===== config.mk =====
export PLATFORM = sky130hd
export DESIGN_NAME = kvte_ctrl
export DESIGN_NICKNAME = d
export VERILOG_FILES = /design/src/sv/kvte_pkg.sv /design/src/sv/kvte_ctrl.sv
export SDC_FILE = /design/constraint.sdc
export NUM_CORES = 1
export LEC_CHECK = 0
export ABC_AREA = 1
export BUFFER_PORTS_ARGS = -buffer_cell sky130_fd_sc_hd__buf_2
export CAP_MARGIN = 20
export CORE_UTILIZATION = 50
export CTS_BUF_LIST = sky130_fd_sc_hd__clkbuf_4 sky130_fd_sc_hd__clkbuf_8
export DETAILED_ROUTE_END_ITERATION = 10
export MAX_ROUTING_LAYER = met4
export PLACE_DENSITY = 0.85
export SLEW_MARGIN = 10
export SYNTH_ARGS = -nofsm -noshare
export SYNTH_HDL_FRONTEND = slang
export SYNTH_SLANG_ARGS = --single-unit
export TNS_END_PERCENT = 30

===== constraint.sdc =====
create_clock -name clock -period 2.8 [get_ports clock]
set_clock_uncertainty 0.05 [all_clocks]
set_input_delay 0.28 -clock clock [delete_from_list [all_inputs] [get_ports clock]]
set_output_delay 0.28 -clock clock [all_outputs]
set_load 0.03 [all_outputs]

===== src/sv/kvte_pkg.sv =====
// shared types, codes and constants of the key/value table engine
`timescale 1ns / 1ps

package kvte_pkg;

   localparam int CAPACITY_DEFAULT = 512;

   localparam int OP_W     = 3;
   localparam int KEY_W    = 32;
   localparam int VAL_W    = 32;
   localparam int SLOT_W   = 9;
   localparam int STATUS_W = 2;
   localparam int POS_W    = 9;
   localparam int COUNT_W  = 10;

   localparam logic [VAL_W-1:0] NOT_FOUND_VALUE = '1;

   typedef enum logic [OP_W-1:0] {
      OP_ACCUM  = 3'd0,
      OP_SET    = 3'd1,
      OP_APPEND = 3'd2,
      OP_LOOKUP = 3'd3,
      OP_REMOVE = 3'd4,
      OP_POP    = 3'd5,
      OP_READ   = 3'd6,
      OP_CLEAR  = 3'd7
   } op_type;

   typedef enum logic [STATUS_W-1:0] {
      ST_DONE = 2'd0,
      ST_MISS = 2'd1,
      ST_FULL = 2'd2
   } status_type;

   typedef enum logic [1:0] {
      RD_SCAN = 2'd0,
      RD_LAST = 2'd1,
      RD_SLOT = 2'd2
   } rd_sel_type;

   typedef enum logic [1:0] {
      WR_UPDATE = 2'd0,
      WR_APPEND = 2'd1,
      WR_MOVE   = 2'd2
   } wr_sel_type;

   typedef enum logic [1:0] {
      CNT_HOLD = 2'd0,
      CNT_INC  = 2'd1,
      CNT_DEC  = 2'd2,
      CNT_CLR  = 2'd3
   } cnt_op_type;

   typedef enum logic [2:0] {
      RES_UPDATE = 3'd0,
      RES_FOUND  = 3'd1,
      RES_APPEND = 3'd2,
      RES_FULL   = 3'd3,
      RES_MISS   = 3'd4,
      RES_ENTRY  = 3'd5,
      RES_CLEAR  = 3'd6
   } res_sel_type;

   typedef struct packed {
      logic        load_req;
      logic        scan_clr;
      logic        scan_run;
      logic        rd_en;
      rd_sel_type  rd_sel;
      logic        wr_en;
      wr_sel_type  wr_sel;
      cnt_op_type  cnt_op;
      logic        res_en;
      res_sel_type res_sel;
      logic        rsp_load;
   } cmd_type;

   typedef struct packed {
      op_type op;
      logic   match;
      logic   scan_miss;
      logic   at_last;
      logic   empty;
      logic   full;
      logic   slot_ok;
      logic   out_free;
   } stat_type;

endpackage


===== src/sv/kvte_ctrl.sv =====
// controller state machine sequencing each request over the datapath
`timescale 1ns / 1ps

module kvte_ctrl (
   input  logic               clock,
   input  logic               reset,
   input  logic               req_valid,
   output logic               req_ready,
   input  kvte_pkg::stat_type stat,
   output kvte_pkg::cmd_type  cmd
);
   import kvte_pkg::*;

   typedef enum logic [5:0] {
      S_IDLE   = 6'b000001,
      S_DECODE = 6'b000010,
      S_SEARCH = 6'b000100,
      S_MOVE   = 6'b001000,
      S_FETCH  = 6'b010000,
      S_OUT    = 6'b100000
   } state_type;

   state_type state_ff, state_in;

   always_comb begin
      state_in  = state_ff;
      cmd       = '0;
      req_ready = 1'b0;
      unique case (state_ff)
         S_IDLE: begin
            req_ready = 1'b1;
            if (req_valid) begin
               cmd.load_req = 1'b1;
               state_in     = S_DECODE;
            end
         end
         S_DECODE: begin
            cmd.res_en = 1'b1;
            state_in   = S_OUT;
            unique case (stat.op)
               OP_ACCUM, OP_SET, OP_LOOKUP, OP_REMOVE: begin
                  cmd.res_en   = 1'b0;
                  cmd.scan_clr = 1'b1;
                  state_in     = S_SEARCH;
               end
               OP_APPEND: begin
                  if (stat.full) begin
                     cmd.res_sel = RES_FULL;
                  end else begin
                     cmd.wr_en   = 1'b1;
                     cmd.wr_sel  = WR_APPEND;
                     cmd.cnt_op  = CNT_INC;
                     cmd.res_sel = RES_APPEND;
                  end
               end
               OP_POP: begin
                  if (stat.empty) begin
                     cmd.res_sel = RES_MISS;
                  end else begin
                     cmd.res_en = 1'b0;
                     cmd.rd_en  = 1'b1;
                     cmd.rd_sel = RD_LAST;
                     state_in   = S_FETCH;
                  end
               end
               OP_READ: begin
                  if (stat.slot_ok) begin
                     cmd.res_en = 1'b0;
                     cmd.rd_en  = 1'b1;
                     cmd.rd_sel = RD_SLOT;
                     state_in   = S_FETCH;
                  end else begin
                     cmd.res_sel = RES_MISS;
                  end
               end
               OP_CLEAR: begin
                  cmd.cnt_op  = CNT_CLR;
                  cmd.res_sel = RES_CLEAR;
               end
            endcase
         end
         S_SEARCH: begin
            priority if (stat.match) begin
               cmd.res_en = 1'b1;
               state_in   = S_OUT;
               unique case (stat.op)
                  OP_ACCUM, OP_SET: begin
                     cmd.wr_en   = 1'b1;
                     cmd.wr_sel  = WR_UPDATE;
                     cmd.res_sel = RES_UPDATE;
                  end
                  OP_REMOVE: begin
                     cmd.res_sel = RES_FOUND;
                     if (stat.at_last) begin
                        cmd.cnt_op = CNT_DEC;
                     end else begin
                        // fetch the last entry to refill the freed slot
                        cmd.rd_en  = 1'b1;
                        cmd.rd_sel = RD_LAST;
                        state_in   = S_MOVE;
                     end
                  end
                  default: cmd.res_sel = RES_FOUND;
               endcase
            end else if (stat.scan_miss) begin
               cmd.res_en = 1'b1;
               state_in   = S_OUT;
               unique case (stat.op)
                  OP_ACCUM, OP_SET: begin
                     if (stat.full) begin
                        cmd.res_sel = RES_FULL;
                     end else begin
                        cmd.wr_en   = 1'b1;
                        cmd.wr_sel  = WR_APPEND;
                        cmd.cnt_op  = CNT_INC;
                        cmd.res_sel = RES_APPEND;
                     end
                  end
                  default: cmd.res_sel = RES_MISS;
               endcase
            end else begin
               cmd.scan_run = 1'b1;
            end
         end
         S_MOVE: begin
            cmd.wr_en  = 1'b1;
            cmd.wr_sel = WR_MOVE;
            cmd.cnt_op = CNT_DEC;
            state_in   = S_OUT;
         end
         S_FETCH: begin
            cmd.res_en  = 1'b1;
            cmd.res_sel = RES_ENTRY;
            if (stat.op == OP_POP) cmd.cnt_op = CNT_DEC;
            state_in = S_OUT;
         end
         S_OUT: begin
            if (stat.out_free) begin
               cmd.rsp_load = 1'b1;
               state_in     = S_IDLE;
            end
         end
         default: state_in = S_IDLE;
      endcase
   end

   always_ff @(posedge clock) begin
      if (reset) begin
         state_ff <= S_IDLE;
      end else begin
         state_ff <= state_in;
      end
   end

endmodule


==> flow_results.org, run 1 <==
** Status
- Run status :: finished, final reports clean

** Synthesis
- Of the post-synthesis cell area, the dominant cell type holds 0.184.
- Fraction of synthesized cell area in xor and xnor cells :: 0
- Complex-gate fraction of the synthesized area :: 0.111
- Syn nets :: approximately 130
- Cell type with the highest aggregate area in the netlist :: sky130_fd_sc_hd__dfxtp_1
- Largest family of logic cells by synthesized area :: simple AND/OR/NAND/NOR gates
- Synthesized flop and latch total :: 6
- Share of cell area taken by muxes after synthesis :: 0
- Post-synthesis cell area :: between 600 and 700 sq um
- Synthesis produced a netlist whose cell count is ~110.
- Area share of fa/ha/maj cells after synthesis :: 0
- In this run, synthesis inferred 0 flip-flops with an integrated enable.
- Among all flip-flop cells after synthesis, the most frequent one is sky130_fd_sc_hd__dfxtp_1.
- Biggest area contributors in the synthesized netlist :: sky130_fd_sc_hd__dfxtp_1 18%, sky130_fd_sc_hd__nand3_1 15%, sky130_fd_sc_hd__inv_1 13%
- Synthesized area per cell :: approximately 5.7 sq um
- For this run, asynchronously set or reset flops after synthesis account for 0.
- Dominant cell by count in the synthesized netlist :: sky130_fd_sc_hd__inv_1
- The share of the Yosys chip area taken by registers is 0.184.
- Ranked by instance count, the synthesized netlist is headed by 23 x sky130_fd_sc_hd__inv_1, 19 x sky130_fd_sc_hd__nand2_1, 19 x sky130_fd_sc_hd__nand3_1.
- Yosys printed 0 warnings.
- Post-synthesis cell type count :: 20
- Of the total synthesized cell area, the portion taken by AND, OR, NAND and NOR gates is 0.564.

** Routing
- For this run, the detailed router's first-pass iteration total came to 4.
- The first routing iteration left 33 violations.
- Once detail routing completed, the nets flagged for antenna violations numbered 0.
- Drc violations :: 0
- Using the TritonRoute via totals, the vias-per-cell ratio works out to 5.40.
- Wires add up to 1.76 mm.
- WL per Instance :: between 10 and 15 um
- Count of vias placed by the detailed router :: ~860

** STA
- Unrepaired setup endpoints after global routing :: no
- Worst-case headroom to the max-slew limit :: 0.724
- Setup tns final :: 0 ps
- Counting I/O delays and the setup requirement, the final critical path takes 2050 ps.
- Total count of hold-check failures in the final report :: 0
- Final slew viol count :: 0
- Setup ws final :: ~750 ps
- For the pin with the worst max-slew slack, the measured transition is slightly above 400 ps.
- Of the available clock period, the critical path in the final layout requires 0.731.
- Setup violations remaining at the end of the flow were counted as 0.
- Static timing analysis puts the maximum clock frequency at 488 MHz.

** Clocking
- Post-CTS repair changed the size of 0 cells.
- In this run the number of H-tree levels came out at 1.
- The number of setup buffers added after CTS is 0.
- The clock net in this run drives a total of 6 sinks.
- Clock-pin slew on the worst setup and hold paths :: around 40 ps
- Insertion delay of the later-clocked pin in the worst-skew pair :: between 200 and 300 ps
- TritonCTS built the clock tree.
- The cell sitting at the root of the clock tree is a sky130_fd_sc_hd__clkbuf_4.
- Clock Tree Buf Depth :: 2
- Total clock buffers created by CTS :: 3
- After clock tree synthesis, the flow added hold-fix buffers numbering 0.

** Floorplanning
- The floorplan step set the die height to about 38 um.
- In this run the standard cell core region covers roughly 1200 sq um.
- Full die area :: around 1500 sq um
- In this run the count of I/O pins placed on the die edge is 30.
- FP Rows :: 12
- Initial core utilization :: 0.564
- X dimension of the die :: between 30 and 40 um

** Global route
- Summed over all layers, the global routing overflow is 0.
- The number of global-route vias before repair was 720.
- Overall track demand over capacity in global routing :: 0.301
- The number of antenna violations at the first check in global routing came to 0.
- Wire length of the first global-routing pass :: roughly 2.9 mm
- Entering global routing, the biggest net connects 12 pins.

** Setup path
- Maximum net fanout on the critical path :: 9
- For this run, the slowest stage of the critical path takes about 340 ps.
- The worst setup path is captured at an output pin.
- Startpoint of the lowest-slack register-to-register path :: state_ff[2]
- At the worst endpoint, the required time is between 2000 and 2500 ps.
- Type of the worst setup path :: flip-flop to output pin
- FF-to-FF setup slack :: ~1400 ps
- Worst path buffer plus inverter count :: 1
- Worst EP arrival :: between 1500 and 2000 ps
- Walking the worst path, the cells encountered are nor2_4, nand2_2, nor3_4, nand2_1, a21oi_1, buf_2.
- The slowest stage of the critical path belongs to the cell sky130_fd_sc_hd__dfxtp_1.
- Worst-case reg-to-reg path depth :: 7
- Cell type group with the largest total delay on the critical path :: simple AND/OR/NAND/NOR gates
- The endpoint identified for the worst register-to-register timing path is state_ff[5].
- The worst setup path is launched from a flip-flop.

** Placement
- Placed Instance Area :: 810 sq um
- Once detailed placement completed, the half-perimeter wirelength came to 1.41 mm.
- Dpl ws :: between 1000 and 1500 ps
- Gpl congestion :: around 0.84
- Number of input and output port buffers inserted :: 29

** Power
- In this run the power density over the cells is between 300 and 400 nW/um^2.
- Leakage power of the design :: about 0.53 nW
- Worst voltage drop across the vdd grid :: ~170 uV

** Cells and area
- The register with the most flip-flops in the layout has 6 of them.
- Diode count :: 0
- The final layout contains 160 nets.
- The largest registers in the layout are state_ff x6.
- Final design area excluding fillers :: approximately 830 sq um
- Relative to the synthesized area, the layout overhead comes to 27.6%.
- Ranked by flip-flop count, first place goes to state_ff.
- In the final layout, the share of cells above drive strength 1 is 0.303.

** Run
- Across the run, the number of max-cap violations was 0.

** Hold path
- Class of the tightest hold or removal check :: input pin to flip-flop
- Worst hold endpoint :: state_ff[5]
- Launch point of the worst hold path :: reset
- Cell depth of the worst min-delay path :: 2
-- worst max-delay path by stage --
| stage | end | cells past startpoint | start |
|---|---|---|---|
| after global routing | cmd[7] | 6 | state_ff[2] |
| after global placement | cmd[5] | 6 | state_ff[2] |
| final | cmd[7] | 6 | state_ff[2] |
| after floorplan | cmd[7] | 5 | state_ff[2] |
| after detailed placement | cmd[7] | 6 | state_ff[2] |
| after CTS | cmd[7] | 6 | state_ff[2] |
-- worst reg2reg max path, stage by stage, from the launching register on --
cell                      delay (ps)
sky130_fd_sc_hd__dfxtp_1         340
sky130_fd_sc_hd__nor2_4          170
sky130_fd_sc_hd__nand2_2          80
sky130_fd_sc_hd__nor3_4          330
sky130_fd_sc_hd__nand2_2         120
sky130_fd_sc_hd__nand2_1         100
sky130_fd_sc_hd__nand2_1          60
sky130_fd_sc_hd__a21oi_2         110
-- power by group --
group	internal (mW)	switching, mW	total (mW)	leakage, nW
sequential	0.0896	0.00425	0.0939	0.0488
clock	0.0485	0.0316	0.0801	0.0138
combinational	0.0255	0.0572	0.0827	0.470
-- metrics by stage --
| stage | utilization | power, mW | cells | hold slack (ps) |
|---|---|---|---|---|
| floorplan | - | 0.150 | 114 | 292 |
| global placement | 0.700 | 0.175 | 156 | 470 |
| detailed placement | 0.700 | 0.177 | 156 | 471 |
| CTS | 0.720 | 0.258 | 159 | 210 |
| global route | 0.720 | 0.272 | 159 | 229 |
| finish | 0.720 | 0.257 | 159 | 220 |
-- metal layers --
metal,vias to the layer above,global-route usage,routed length [um]
met5,-,-,0
met4,0,0.188,43
met3,5,0.0698,105
met2,31,0.470,830
met1,385,0.345,776
li1,437,-,-
-- logic make-up (layout without fill, tap and decap cells) --
| group | count (synthesis) | in the layout |
|---|---|---|
| simple gates | 72 | 72 |
| compound gates | 12 | 12 |
| buf+inv | 24 | 55 |
| flops | 6 | 6 |
-- layout by cell type (no fill, tap or decap) --
cell type	Yosys	routed
sky130_fd_sc_hd__dfxtp_1	6	6
sky130_fd_sc_hd__nand4_1	4	4
sky130_fd_sc_hd__nor2_1	16	16
sky130_fd_sc_hd__nand2_2	4	4
sky130_fd_sc_hd__nand4_2	1	1
sky130_fd_sc_hd__nor2_4	3	3
sky130_fd_sc_hd__inv_1	23	23
sky130_fd_sc_hd__o211ai_1	2	2
sky130_fd_sc_hd__o2111ai_1	1	1
sky130_fd_sc_hd__nor3_4	1	1
sky130_fd_sc_hd__o21ai_1	1	1
sky130_fd_sc_hd__nor4_1	1	1
sky130_fd_sc_hd__nand3_1	19	19
sky130_fd_sc_hd__o21ai_0	1	1
sky130_fd_sc_hd__clkbuf_4	0	3
sky130_fd_sc_hd__nor3_1	2	2
sky130_fd_sc_hd__nand2_1	19	19
sky130_fd_sc_hd__nor2_2	2	2
sky130_fd_sc_hd__buf_2	1	29
sky130_fd_sc_hd__a21oi_2	1	1
sky130_fd_sc_hd__a21oi_1	6	6
-- layout make-up --
cell class	count	area, sq um
timing repair buffer	29	145
fill	111	324
sequential	6	120
tap	14	17.5
clock buffer	3	22.5
inverter	23	86.3
multi-input combinational	84	440
No activity file was read; power rests on OpenSTA's default activity.
==> run 2, diff against run 1 <==
- CORE_UTILIZATION: 50 -> 47
- PLACE_DENSITY: 0.85 -> 0.8
- clock period: 2.8 -> 2.1 ns (I/O delays scaled with it)
==> run 2 against run 1 <==
Largest cell class unchanged. Non-clock buffer count unchanged. Register-to-register slack got worse by 720 ps. Sequential power increased by 33%.
==> flow_results.org, run 2 (same netlist as run 1, synthesis figures left out) <==
** Status
- Run status: finished, final reports clean (unchanged).

** Floorplanning
- Initial core utilization :: 0.501 (was 0.564)
- The floorplan die height is 39.2 um (was 38.1 um).
- X dimension of the die :: 39.2 um (was 38.1 um)
- Top-level port count :: 30 (unchanged)
- Full die area :: 1540 sq um (was 1450 sq um)
- Floorplan core area :: 1300 sq um (was 1160 sq um)
- The count of standard-cell rows was 13 (was 12).

** Clocking
- Insertion delay of the later-clocked pin in the worst-skew pair :: 240 ps (was 250 ps)
- Clock root buffer :: sky130_fd_sc_hd__clkbuf_4 (unchanged)
- The clock tree buffer depth came to 2 (unchanged).
- TritonCTS clock tree :: built (unchanged)
- The number of sinks handled by clock tree synthesis was 6 (unchanged).
- Clock-pin slew on the worst setup and hold paths :: 50 ps (was 40 ps)
- Max H-tree Level :: 1 (unchanged)
- The post-CTS setup repair buffer count was 0 (unchanged).
- Total clock buffers created by CTS :: 3 (unchanged)
- Number of gates given a new drive strength after cts :: 0 (unchanged)
- Number of buffers inserted by hold repair at cts :: 0 (unchanged)

** Cells and area
- The number of fill cells in the layout is 134 (was 111).
- The register containing the most flip-flops in the final layout is state_ff (unchanged).
- Non-filler instance count after layout :: 160 (was 159)
- The flip-flop count of the largest register, all copies and words added was 6 (unchanged).
- Final design area excluding fillers :: 833 sq um (was 832 sq um)
- The area overhead of the layout relative to synthesis was 27.8% (was 27.6%).
- Top flop regs: state_ff x6 (unchanged).
- The antenna diode count is 0 (unchanged).
- The number of nets in the layout came to 160 (unchanged).
- The most common cell after layout, fill and taps aside is sky130_fd_sc_hd__buf_2 (unchanged).
- Leading cell types in the layout, fill and taps excluded: 29 x sky130_fd_sc_hd__buf_2, 23 x sky130_fd_sc_hd__inv_1, 19 x sky130_fd_sc_hd__nand3_1, 19 x sky130_fd_sc_hd__nand2_1, 16 x sky130_fd_sc_hd__nor2_1 (unchanged).
- Share of cells above drive strength 1 :: 0.303 (unchanged)

** Placement
- Number of input and output port buffers inserted :: 29 (unchanged)
- The number of placed cells counting well taps is 157 (was 156).
- Gpl congestion :: 0.820 (was 0.837)
- The placed standard-cell area was 811 sq um (was 810 sq um).
- HPWL reported at the end of detailed placement :: 1.38 mm (was 1.41 mm)

** STA
- Setup tns final :: 0 ps (unchanged)
- Total count of hold-check failures in the final report :: 0 (unchanged)
- Worst-case hold slack :: 153 ps (was 220 ps)
- Dividing the final minimum period by the clock period gives 0.922.
- Worst-case headroom to the max-slew limit :: 0.744 (was 0.724)
- Unrepaired setup endpoints after global routing: no (unchanged).
- Final slew viol count :: 0 (unchanged)
- Timing would allow up to slightly above 500 MHz.
- The final count of negative-setup-slack endpoints was 0 (unchanged).
- The worst path in the final design needs a cycle of between 1500 and 2000 ps, including I/O delays and setup.
- Tightest Pin Transition :: 383 ps (was 413 ps)

** Routing
- The routed wirelength normalized by instance count is 10.7 um (was 11.0 um).
- The number of design rule violations left after detail routing was 0 (unchanged).
- The sum of met2 wire segment lengths after detailed routing came to 891 um (was 830 um).
- The total routed wire length on the met1 layer came to 743 um (was 776 um).
- The number of routed nets with antenna violations was 0 (unchanged).
- The met3 layer wire length in the routed design was 69 um (was 105 um).
- The final routed wirelength across all metal layers came to 1.70 mm (was 1.76 mm).
- The first-pass iteration count of the detailed router is 4 (unchanged).
- Via-to-Cell Ratio :: 5.25 (was 5.40)
- The first-iteration detailed-routing DRC count was 20 (was 33).
- Highest metal used :: met3 (was met4)
- Count of vias placed by the detailed router :: 840 (was 858)

** Global route
- Via count of the first global-routing pass :: 663 (was 720)
- The pin count of the biggest net entering global routing came to 12 (unchanged).
- Overall track demand over capacity in global routing :: 0.246 (was 0.301)
- Remaining global-route overflow :: 0 (unchanged)
- The wire length of the first global-routing pass came to 2.62 mm (was 2.86 mm).
- Initial antenna violation count :: 0 (unchanged)

** Hold path
- Class of the tightest hold or removal check :: input pin to flip-flop (unchanged)
- The startpoint of the tightest hold check path is reset (unchanged).
- Cell depth of the worst min-delay path :: 2 (unchanged)
- Worst hold endpoint :: state_ff[5] (unchanged)

** Setup path
- The startpoint of the most critical setup path was state_ff[0] (was state_ff[2]).
- Worst-case reg-to-reg path depth :: 8 (was 7)
- The capturing point of the worst reg2reg path is state_ff[0] (was state_ff[5]).
- The type of element capturing the critical path was an output pin (unchanged).
- The arrival time of data at the critical path endpoint was 1680 ps (was 1720 ps).
- The startpoint type of the worst setup path is a flip-flop (unchanged).
- The endpoint required time on the critical path was 1840 ps (was 2470 ps).
- FF-to-FF setup slack :: 650 ps (was 1370 ps)
- The highest net fanout along the worst path is 8 (was 9).
- Type of the worst setup path :: flip-flop to output pin (unchanged)
- The launch point of the worst reg-to-reg path is state_ff[0] (was state_ff[2]).

** Power
- The leakage power figure was 0.533 nW (unchanged).
- Worst voltage drop across the vdd grid :: 165 uV (was 171 uV)
- The overall power consumption is 339 uW (was 257 uW).
- The total power divided by cell area came to 407 nW/um^2 (was 308 nW/um^2).

** Run
- The number of max-capacitance violations reported came to 0 (unchanged).
-- run 2: cell counts in the layout (fill, tap and decap cells not counted) --
Identical to the previous run, type by type.
-- run 2: metrics by stage --
stage	worst slack, ps	utilization
6_report	165	0.640
2_1_floorplan	405	-
3_3_place_gp	486	0.623
5_1_grt	33.5	0.640
3_5_place_dp	434	0.623
4_1_cts	165	0.640
-- run 2: worst max path at each step --
stage / to
6_report: cmd[5]
5_1_grt: cmd[1]
4_1_cts: cmd[5]
3_5_place_dp: cmd[5]
3_3_place_gp: cmd[7]
2_1_floorplan: cmd[7]
-- run 2: final cells by class --
| type | count | area, sq um | area share |
|---|---|---|---|
| Inverter | 23 | 86.3 | 0.104 |
| Clock buffer | 3 | 22.5 | 0.0270 |
| Tap cell | 15 | 18.8 | 0.0225 |
| Sequential cell | 6 | 120 | 0.144 |
| Timing Repair Buffer | 29 | 145 | 0.174 |
| Multi-Input combinational cell | 84 | 440 | 0.529 |
-- run 2: routing by layer --
layer  GRT usage  up-vias
met2       0.421       30
met3           0        0
li1            -      437
met1       0.314      373
met4      0.0776        0
met5           -        -
-- run 2: critical path, stage by stage (launching register included) --
cell and delay, ps:
sky130_fd_sc_hd__dfxtp_1 350, sky130_fd_sc_hd__nor2_2 200, sky130_fd_sc_hd__nand2_2 110, sky130_fd_sc_hd__nor2_4 190, sky130_fd_sc_hd__nand3_1 150, sky130_fd_sc_hd__o211ai_1 200, sky130_fd_sc_hd__buf_2 230
-- run 2: report_power, final --
part,switching [mW],internal [mW]
sequential,0.00592,0.119
combinational,0.0760,0.0340
clock,0.0392,0.0645
